File: config.mk
export PLATFORM = sky130hd
export DESIGN_NAME = multi_timer_table
export DESIGN_NICKNAME = d
export VERILOG_FILES = /design/src/hw/rtl/mtt_pkg.sv /design/src/hw/rtl/mtt_slot_store.sv /design/src/hw/rtl/multi_timer_table.sv
export SDC_FILE = /design/constraint.sdc
export NUM_CORES = 2
export LEC_CHECK = 0
export ABC_AREA = 1
export BUFFER_PORTS_ARGS = -buffer_cell sky130_fd_sc_hd__buf_2
export CORE_UTILIZATION = 55
export CTS_CLUSTER_DIAMETER = 100
export DETAILED_ROUTE_END_ITERATION = 12
export MAX_ROUTING_LAYER = met4
export PLACE_DENSITY = 0.71
export REMOVE_ABC_BUFFERS = 1
export SLEW_MARGIN = 20
export SYNTH_ARGS = -nofsm -noshare
export SYNTH_HDL_FRONTEND = slang
export SYNTH_SLANG_ARGS = --single-unit
export TNS_END_PERCENT = 1
File: constraint.sdc
create_clock -name clock -period 12.5 [get_ports clock]
set_input_delay 1.25 -clock clock [delete_from_list [all_inputs] [get_ports clock]]
set_output_delay 1.25 -clock clock [all_outputs]
set_load 0.01 [all_outputs]
File: src/hw/rtl/mtt_pkg.sv
// Shared types, codes and helpers for the multi timer table.
// No dependencies; imported by mtt_slot_store and multi_timer_table.
package mtt_pkg;

   localparam int TIME_W     = 48;
   localparam int IVAL_W     = 32;
   localparam int HANDLE_W   = 8;
   localparam int OP_W       = 3;

   // Fired notices per tick are capped; further due slots wait for the next tick.
   localparam int MAX_FIRES  = 16;
   localparam int FIRE_CW    = $clog2(MAX_FIRES + 1);
   localparam int FIRE_IW    = $clog2(MAX_FIRES);

   localparam logic [OP_W-1:0] OP_SET_ABS = 3'd0;
   localparam logic [OP_W-1:0] OP_SET_REL = 3'd1;
   localparam logic [OP_W-1:0] OP_UPDATE  = 3'd2;
   localparam logic [OP_W-1:0] OP_DELETE  = 3'd3;
   localparam logic [OP_W-1:0] OP_TICK    = 3'd4;

   localparam logic RESULT_FIRED   = 1'b0;
   localparam logic RESULT_SUMMARY = 1'b1;

   typedef struct packed {
      logic [HANDLE_W-1:0] handle;
      logic [TIME_W-1:0]   deadline;
      logic [IVAL_W-1:0]   interval;
   } slot_entry_type;

   // Saturating 48-bit add.
   function automatic logic [TIME_W-1:0] sat_add(input logic [TIME_W-1:0] a,
                                                input logic [TIME_W-1:0] b);
      logic [TIME_W:0] s;
      s = {1'b0, a} + {1'b0, b};
      return s[TIME_W] ? {TIME_W{1'b1}} : s[TIME_W-1:0];
   endfunction

endpackage

File: src/hw/rtl/mtt_slot_store.sv
// Slot entry store: handle, deadline and interval per slot.
// One write port, one read port with registered read data. Uses mtt_pkg.
module mtt_slot_store #(
   parameter int SLOTS = 16,
   parameter int IW    = 4
) (
   input  logic                    clock,
   input  logic                    wr_en,
   input  logic [IW-1:0]           wr_addr,
   input  mtt_pkg::slot_entry_type wr_data,
   input  logic [IW-1:0]           rd_addr,
   output mtt_pkg::slot_entry_type rd_data
);
   import mtt_pkg::*;

   slot_entry_type mem [SLOTS];
   slot_entry_type rd_data_ff;

   always_ff @(posedge clock) begin
      if (wr_en) begin
         mem[wr_addr] <= wr_data;
      end
      rd_data_ff <= mem[rd_addr];
   end

   assign rd_data = rd_data_ff;

endmodule

File: src/hw/rtl/multi_timer_table.sv
// Multi timer table: SLOTS timer slots with set, update, delete and tick items.
// Each item is accepted, every slot is then scanned through read, calc and fold states,
// the wait time is formed, then fired notices and the summary follow, one per cycle when rsp_stall is low.
// One item at a time; the scan is bound by the slot store's one read port and one shared adder.
// Reset (synchronous): all slots invalid, sequencer idle, no result pending.
module multi_timer_table #(
   parameter int SLOTS = 16
) (
   input  logic                           clock,
   input  logic                           reset,
   // request channel
   input  logic                           req_valid,
   output logic                           req_stall,
   input  logic [mtt_pkg::OP_W-1:0]       req_operation,
   input  logic [mtt_pkg::TIME_W-1:0]     req_current_time,
   input  logic [mtt_pkg::HANDLE_W-1:0]   req_handle,
   input  logic [mtt_pkg::TIME_W-1:0]     req_deadline_or_delay,
   input  logic [mtt_pkg::IVAL_W-1:0]     req_interval_ms,
   // response channel
   output logic                           rsp_valid,
   input  logic                           rsp_stall,
   output logic                           rsp_result_kind,
   output logic [mtt_pkg::HANDLE_W-1:0]   rsp_fired_handle,
   output logic                           rsp_last_result,
   output logic                           rsp_timer_armed,
   output logic [mtt_pkg::TIME_W-1:0]     rsp_wait_ms,
   output logic                           rsp_table_full
);
   import mtt_pkg::*;

   localparam int IW = (SLOTS > 1) ? $clog2(SLOTS) : 1;
   localparam int CW = $clog2(SLOTS + 1);

   // sequencer states
   localparam logic [2:0] ST_IDLE = 3'd0;
   localparam logic [2:0] ST_RD   = 3'd1;   // slot read in flight
   localparam logic [2:0] ST_CALC = 3'd2;   // match, due test, saturating add
   localparam logic [2:0] ST_FOLD = 3'd3;   // write back, fold into minimum
   localparam logic [2:0] ST_WAIT = 3'd4;   // wait time from earliest deadline
   localparam logic [2:0] ST_EMIT = 3'd5;   // drain notices, then summary

   logic [2:0]          state_ff, state_in;
   logic [CW-1:0]       idx_ff, idx_in;

   // latched request item
   logic [OP_W-1:0]     op_ff, op_in;
   logic [TIME_W-1:0]   now_ff, now_in;
   logic [HANDLE_W-1:0] h_ff, h_in;
   logic [TIME_W-1:0]   dd_ff, dd_in;
   logic [IVAL_W-1:0]   iv_ff, iv_in;

   logic [SLOTS-1:0]    valid_ff, valid_in;

   // per-item accumulators
   logic                placed_ff, placed_in;
   logic                armed_ff, armed_in;
   logic [TIME_W-1:0]   next_ff, next_in;
   logic [FIRE_CW-1:0]  nf_ff, nf_in;
   logic [HANDLE_W-1:0] fired_ff [MAX_FIRES];
   logic                fire_wr;
   logic [TIME_W-1:0]   wait_ff, wait_in;
   logic [FIRE_CW-1:0]  ecnt_ff, ecnt_in;

   // per-slot scan results
   logic                cur_valid_ff, cur_valid_in;
   logic                match_ff, match_in;
   logic                due_ff, due_in;
   logic [TIME_W-1:0]   sum_ff, sum_in;

   // response register
   logic                rsp_valid_ff, rsp_valid_in;
   logic                rsp_load;
   logic                kind_ff, last_ff, armed_out_ff, full_ff;
   logic [HANDLE_W-1:0] handle_out_ff;
   logic [TIME_W-1:0]   wait_out_ff;
   logic                kind_in, last_in, full_in;
   logic [HANDLE_W-1:0] handle_out_in;

   // slot store
   logic                wr_en;
   slot_entry_type      wr_data, rd_data;
   logic [IW-1:0]       slot_addr;
   logic [TIME_W-1:0]   add_b;
   logic                new_valid;
   logic [TIME_W-1:0]   new_deadline;
   logic                is_set;

   assign slot_addr = idx_ff[IW-1:0];
   assign is_set    = (op_ff == OP_SET_ABS) || (op_ff == OP_SET_REL);

   mtt_slot_store #(
      .SLOTS (SLOTS),
      .IW    (IW)
   ) u_store (
      .clock   (clock),
      .wr_en   (wr_en),
      .wr_addr (slot_addr),
      .wr_data (wr_data),
      .rd_addr (slot_addr),
      .rd_data (rd_data)
   );

   assign req_stall = (state_ff != ST_IDLE);

   // shared adder operand: relative delay on a relative set, the reload interval otherwise
   assign add_b = (op_ff == OP_SET_REL) ? dd_ff : {{(TIME_W-IVAL_W){1'b0}}, rd_data.interval};

   always_comb begin
      state_in      = state_ff;
      idx_in        = idx_ff;
      op_in         = op_ff;
      now_in        = now_ff;
      h_in          = h_ff;
      dd_in         = dd_ff;
      iv_in         = iv_ff;
      valid_in      = valid_ff;
      placed_in     = placed_ff;
      armed_in      = armed_ff;
      next_in       = next_ff;
      nf_in         = nf_ff;
      fire_wr       = 1'b0;
      wait_in       = wait_ff;
      ecnt_in       = ecnt_ff;
      cur_valid_in  = cur_valid_ff;
      match_in      = match_ff;
      due_in        = due_ff;
      sum_in        = sum_ff;
      wr_en         = 1'b0;
      wr_data       = rd_data;
      new_valid     = cur_valid_ff;
      new_deadline  = rd_data.deadline;
      rsp_load      = 1'b0;
      kind_in       = RESULT_FIRED;
      last_in       = 1'b0;
      full_in       = 1'b0;
      handle_out_in = '0;
      rsp_valid_in  = rsp_valid_ff && rsp_stall;

      case (state_ff)
         ST_IDLE: begin
            if (req_valid) begin
               op_in     = req_operation;
               now_in    = req_current_time;
               h_in      = req_handle;
               dd_in     = req_deadline_or_delay;
               iv_in     = req_interval_ms;
               idx_in    = '0;
               placed_in = 1'b0;
               armed_in  = 1'b0;
               next_in   = '0;
               nf_in     = '0;
               state_in  = ST_RD;
            end
         end
         ST_RD: begin
            state_in = ST_CALC;
         end
         ST_CALC: begin
            cur_valid_in = valid_ff[slot_addr];
            match_in     = cur_valid_in && (rd_data.handle == h_ff);
            due_in       = cur_valid_in && (op_ff == OP_TICK)
                           && (rd_data.deadline <= now_ff)
                           && (nf_ff < FIRE_CW'(MAX_FIRES));
            sum_in       = sat_add(now_ff, add_b);
            state_in     = ST_FOLD;
         end
         ST_FOLD: begin
            if (is_set && !placed_ff && !cur_valid_ff) begin
               // lowest free slot takes the new timer
               wr_en            = 1'b1;
               wr_data.handle   = h_ff;
               wr_data.deadline = (op_ff == OP_SET_ABS) ? dd_ff : sum_ff;
               wr_data.interval = iv_ff;
               new_valid        = 1'b1;
               new_deadline     = wr_data.deadline;
               placed_in        = 1'b1;
            end else if ((op_ff == OP_UPDATE) && match_ff) begin
               wr_en            = 1'b1;
               wr_data.interval = iv_ff;
            end else if ((op_ff == OP_DELETE) && match_ff) begin
               new_valid = 1'b0;
            end else if (due_ff) begin
               fire_wr = 1'b1;
               nf_in   = nf_ff + 1'b1;
               if (rd_data.interval != '0) begin
                  wr_en            = 1'b1;
                  wr_data.deadline = sum_ff;
                  new_deadline     = sum_ff;
               end else begin
                  new_valid = 1'b0;   // one-shot frees itself
               end
            end
            valid_in[slot_addr] = new_valid;
            if (new_valid) begin
               if (!armed_ff || (new_deadline < next_ff)) begin
                  next_in = new_deadline;
               end
               armed_in = 1'b1;
            end
            if (idx_ff == CW'(SLOTS - 1)) begin
               state_in = ST_WAIT;
            end else begin
               idx_in   = idx_ff + 1'b1;
               state_in = ST_RD;
            end
         end
         ST_WAIT: begin
            if (!armed_ff) begin
               wait_in = '0;
            end else if (next_ff > now_ff) begin
               wait_in = next_ff - now_ff;
            end else begin
               wait_in = TIME_W'(1);
            end
            ecnt_in  = '0;
            state_in = ST_EMIT;
         end
         ST_EMIT: begin
            if (!rsp_valid_ff || !rsp_stall) begin
               rsp_load     = 1'b1;
               rsp_valid_in = 1'b1;
               if (ecnt_ff == nf_ff) begin
                  kind_in  = RESULT_SUMMARY;
                  last_in  = 1'b1;
                  full_in  = is_set && !placed_ff;
                  state_in = ST_IDLE;
               end else begin
                  handle_out_in = fired_ff[ecnt_ff[FIRE_IW-1:0]];
                  ecnt_in       = ecnt_ff + 1'b1;
               end
            end
         end
         default: begin
            state_in = ST_IDLE;
         end
      endcase
   end

   always_ff @(posedge clock) begin
      if (reset) begin
         state_ff     <= ST_IDLE;
         valid_ff     <= '0;
         rsp_valid_ff <= 1'b0;
      end else begin
         state_ff     <= state_in;
         valid_ff     <= valid_in;
         rsp_valid_ff <= rsp_valid_in;
      end
   end

   always_ff @(posedge clock) begin
      idx_ff       <= idx_in;
      op_ff        <= op_in;
      now_ff       <= now_in;
      h_ff         <= h_in;
      dd_ff        <= dd_in;
      iv_ff        <= iv_in;
      placed_ff    <= placed_in;
      armed_ff     <= armed_in;
      next_ff      <= next_in;
      nf_ff        <= nf_in;
      wait_ff      <= wait_in;
      ecnt_ff      <= ecnt_in;
      cur_valid_ff <= cur_valid_in;
      match_ff     <= match_in;
      due_ff       <= due_in;
      sum_ff       <= sum_in;
      if (fire_wr) begin
         fired_ff[nf_ff[FIRE_IW-1:0]] <= rd_data.handle;
      end
      if (rsp_load) begin
         kind_ff       <= kind_in;
         last_ff       <= last_in;
         full_ff       <= full_in;
         handle_out_ff <= handle_out_in;
         armed_out_ff  <= armed_ff;
         wait_out_ff   <= wait_ff;
      end
   end

   assign rsp_valid        = rsp_valid_ff;
   assign rsp_result_kind  = kind_ff;
   assign rsp_fired_handle = handle_out_ff;
   assign rsp_last_result  = last_ff;
   assign rsp_timer_armed  = armed_out_ff;
   assign rsp_wait_ms      = wait_out_ff;
   assign rsp_table_full   = full_ff;

endmodule

==> summary by stage <==
Floorplanning
The die covers about 0.16 mm². The core region is 0.154 mm². The die height is 396 µm. The top-level I/O count is 205. Once the floorplan was initialized, standard cells occupied between 50% and 60% of the core.

The row count is roughly 140. The chip width is 396 µm.

Clock tree
The cell sitting at the root of the clock tree is a clkbuf_16. The H-tree generated during clock tree synthesis spans 4 levels. The clock net sink count is 2006. After clock tree synthesis, the clock-pin slew on the worst setup and hold paths is 0.06 ns. The number of buffers on the longest clock path is 3.

The number of buffers added for setup after CTS is 0. Buffers inserted during clock tree synthesis total approximately 200. The number of buffers inserted by hold repair at cts is 0. Gates resized during post-CTS repair numbered 0. At the later pin of the worst-skew pair, clock insertion delay measures 0.85 ns.

The CTS tree is done.

Yosys
The most used flip-flop cell after synthesis is edfxtp_1. Yosys printed 0 warnings. The sequential share of the synthesized area is just under 70%. The leading area contributor after synthesis is edfxtp_1. Synthesis handed over a netlist of 7296 instances. After synthesis, the mean cell area works out to 11.7 µm².

After synthesis, the cell types taking the most area are edfxtp_1 (67%), o21ai_0 (5.4%), nor2_1 (4.8%), nand2_1 (3.9%), ha_1 (3.0%). The number of synthesized register bits is 2006. The unique cell type count in the Yosys netlist is between 50 and 60. Yosys instantiated no cell more often than edfxtp_1. The cell area after technology mapping is 0.0852 mm². Sorting the synthesized cells by how often they occur yields edfxtp_1 (1898), nor2_1 (1088), o21ai_0 (913), nand2_1 (890), inv_1 (525). In this run, synthesis inferred 1898 flip-flops with an integrated enable. After synthesis, the share of flip-flops with an asynchronous set or reset is 0%.

The top cell type by area accounts for 66.9% of the synthesized area.

STA
The post-route fraction of the period consumed by the critical path is 49.0%. The final-report hold violation count is 0. Setup repair after global routing left no endpoint under its margin. The pin slew with the least headroom to its limit is 1.18 ns. The summed negative setup slack over all endpoints is 0 ns. The number of failing setup endpoints in the final timing report is 0. The worst-case clock skew is 0.0329 ns. The number of slew-limit violations in the final report is 0. The achievable clock frequency is between 0.15 and 0.2 GHz. For the finished layout, the period the worst path requires is between 6 and 7 ns. The worst pin sits at a relative slew slack of 21.4%.

Critical path
The buffering stage count on the worst path with inverters included is 5. The end of the worst register-to-register path is next_ff[45]. Counting cells, the worst reg-to-reg path comes to 19. The top fanout value on the critical path is 64. The top cell family by delay on the critical path is buffers and inverters. The cell with the biggest individual delay on the critical path is clkinv_1. The kind of end point of the critical path is a flip-flop. In this run the critical register-to-register path is launched from op_ff[0]. At the worst endpoint, the arrival time is ~6.6 ns. The required time at the endpoint of the critical path is ~13 ns.

For this run, the slowest stage of the critical path takes ~1.1 ns. The worst setup path is launched from a flip-flop. The startpoint-to-endpoint class of the critical path is reg -> reg. By instance count, the cell type seen most on the critical path is nand2_1. In this run the register-to-register setup slack is 6.37 ns. Walking the worst path, the cells encountered are inv_1 > nand2_2 > buf_4 > clkinv_1 > nand2_1 > nand3_1 > nand2_1 > inv_1 > ha_1 > a21oi_1 > nor2_1 > a211oi_1 > o221ai_1 > nand2_1 > a31oi_1 > a211oi_1 > nand2_1 > a21oi_4 > buf_4.

Global routing
Global routing used about a third of the available tracks across all layers. The global route total overflow is 0. Entering global routing, the biggest net connects 225 pins. The first-pass GRT wire length is between 300000 and 400000 µm. The initial antenna violation count is 7. The number of global-route vias before repair is 54.9k.

Route
Wire segments on met2 add up to approximately 110000 µm in the final route. The met3 layer wire length in the routed design is 25700 µm. The number of vias per cell is 6.07. Before antenna repair, the detailed router went through 6 iterations. Detailed routing inserted a total of 58.6k vias. In the final routing, the length of wire on met1 measures 99700 µm.

The final layout contains routed wiring with a total length of 242000 µm. The number of DRC violations after detailed routing is 0. The highest metal layer with signal wires is met4. The count of nets left with antenna violations once routing finished came out at 0.

The first routing iteration left 7383 violations. In the final routed layout, each cell accounts on average for 25.1 µm.

Power
In this run the power density over the cells is about 240 mW/mm². For this design the total switching power over the nets is roughly 8.5 mW. Internal power comes to roughly 14 mW.

The share of total power dissipated in combinational logic is 33.0%. The part of the power in registers is 41.5%. Net switching is a little under two fifths of the power.

Per report_power, the clock group accounts for between 20% and 30% of the total. The maximum ir drop on the vdd rail is between 150 and 200 µV. The leakage power total is 33.9 nW.

Layout
In the final layout, the multi-input gates occupy 0.0230 mm². Compared with the post-synthesis result, the final layout area differs by 11.4%. Registers take 0.0592 mm². The final-layout fill cell count is around 12k. The final instance area is 0.0950 mm². The proportion of layout cells with a drive suffix above 1 is 9.60%. The final layout contains 7797 nets.

Place
The count of buffers added on input and output ports is 204. Detailed placement ended at an HPWL of ~150000 µm. The placed instance area is 0.0886 mm². The global placement routability congestion is 0.992.

Worst hold path
The worst hold path begins at wait_ff[46]. The worst hold-check path type is reg -> reg. The instance count along the most critical hold path is 0.

The worst hold path terminates at rsp_wait_ms[46].

Status
The flow ran to the end, and the final reports show no timing, DRC or antenna violations.

Run
The total of max-cap violations is 0.
-- stage by stage --
step / worst slack [ns] / power (mW) / utilization, % / hold WS (ns) / cells
floorplan: -25.86 / 14.1 / - / 0.400 / 6925
global placement: 6.71 / 16.7 / 57.6 / 0.405 / 9296
detailed placement: 6.52 / 16.8 / 57.6 / 0.405 / 9296
CTS: 6.47 / 22.5 / 61.7 / 0.416 / 9657
global route: 5.83 / 23.6 / 61.7 / 0.420 / 9657
finish: 6.37 / 22.6 / 61.7 / 0.416 / 9658
-- flip-flops by register name (all words and copies together) (netlist names), 3 cells and up --
| register | flops |
|---|---|
| u_store.mem | 1408 |
| fired_ff | 128 |
| u_store.rd_data | 88 |
| dd_ff | 48 |
| next_ff | 48 |
| now_ff | 48 |
| rsp_wait_ms | 48 |
| sum_ff | 48 |
| wait_ff | 48 |
| iv_ff | 32 |
| valid_ff | 16 |
| h_ff | 8 |
| rsp_fired_handle | 8 |
| ecnt_ff | 5 |
| idx_ff | 5 |
| nf_ff | 5 |
| op_ff | 3 |
| state_ff | 3 |
-- layout by cell type, fill, tap and decap left out, types with 48 or more instances in the layout --
| cell type | synthesis | routed |
|---|---|---|
| ha_1 | 201 | 201 |
| edfxtp_1 | 1898 | 1898 |
| dfxtp_1 | 108 | 108 |
| nand2_1 | 890 | 888 |
| nor2_1 | 1088 | 1082 |
| buf_2 | 5 | 204 |
| o211ai_1 | 58 | 58 |
| clkbuf_16 | 0 | 201 |
| nand4_1 | 115 | 115 |
| o21ai_0 | 913 | 902 |
| o22ai_1 | 374 | 374 |
| a21oi_1 | 258 | 257 |
| nand3_1 | 129 | 129 |
| clkbuf_1 | 342 | 48 |
| inv_1 | 525 | 520 |
| buf_4 | 3 | 117 |
-- logic make-up after synthesis --
logic type      count (synthesis)  share of synthesized area, %
flops                        2006                          69.4
buf+inv                       900                          4.02
xor+xnor                       54                         0.555
fa+ha+maj                     203                          3.00
compound gates               1792                          11.8
mux                             9                         0.119
simple gates                 2332                          11.1
-- worst max-delay path by stage --
stage	from	end	depth (start not counted)
final	op_ff[0]	next_ff[45]	19
after global routing	op_ff[0]	next_ff[44]	19
after detailed placement	u_store.rd_data[26]	next_ff[45]	22
after floorplan	idx_ff[0]	u_store.mem[10][0]	4
after global placement	u_store.rd_data[26]	next_ff[44]	22
after CTS	u_store.rd_data[26]	next_ff[18]	22
-- routing by layer --
layer,GRT usage [%],up-vias
li1,-,26558
met1,44.2,28494
met2,46.0,3126
met3,6.20,422
met4,11.1,0
met5,-,-
-- power by group through the flow --
stage	clock network (mW)	logic (mW)	registers (mW)
2_1_floorplan	0	4.58	9.49
5_1_grt	6.08	8.14	9.42
4_1_cts	5.83	7.32	9.37
3_3_place_gp	0	7.16	9.50
6_report	5.77	7.48	9.39
3_5_place_dp	0	7.28	9.51
-- area by class of cell --
class / instances / area share [%]
antenna: 1 / 0.00263
clock buffer: 258 / 5.62
clock inverter: 103 / 1.01
inverter: 529 / 2.11
multi-input combinational: 4390 / 24.2
sequential: 2006 / 62.3
tap: 2044 / 2.69
timing repair buffer: 327 / 2.12
Note: power is estimated with default switching activity, not from simulation.
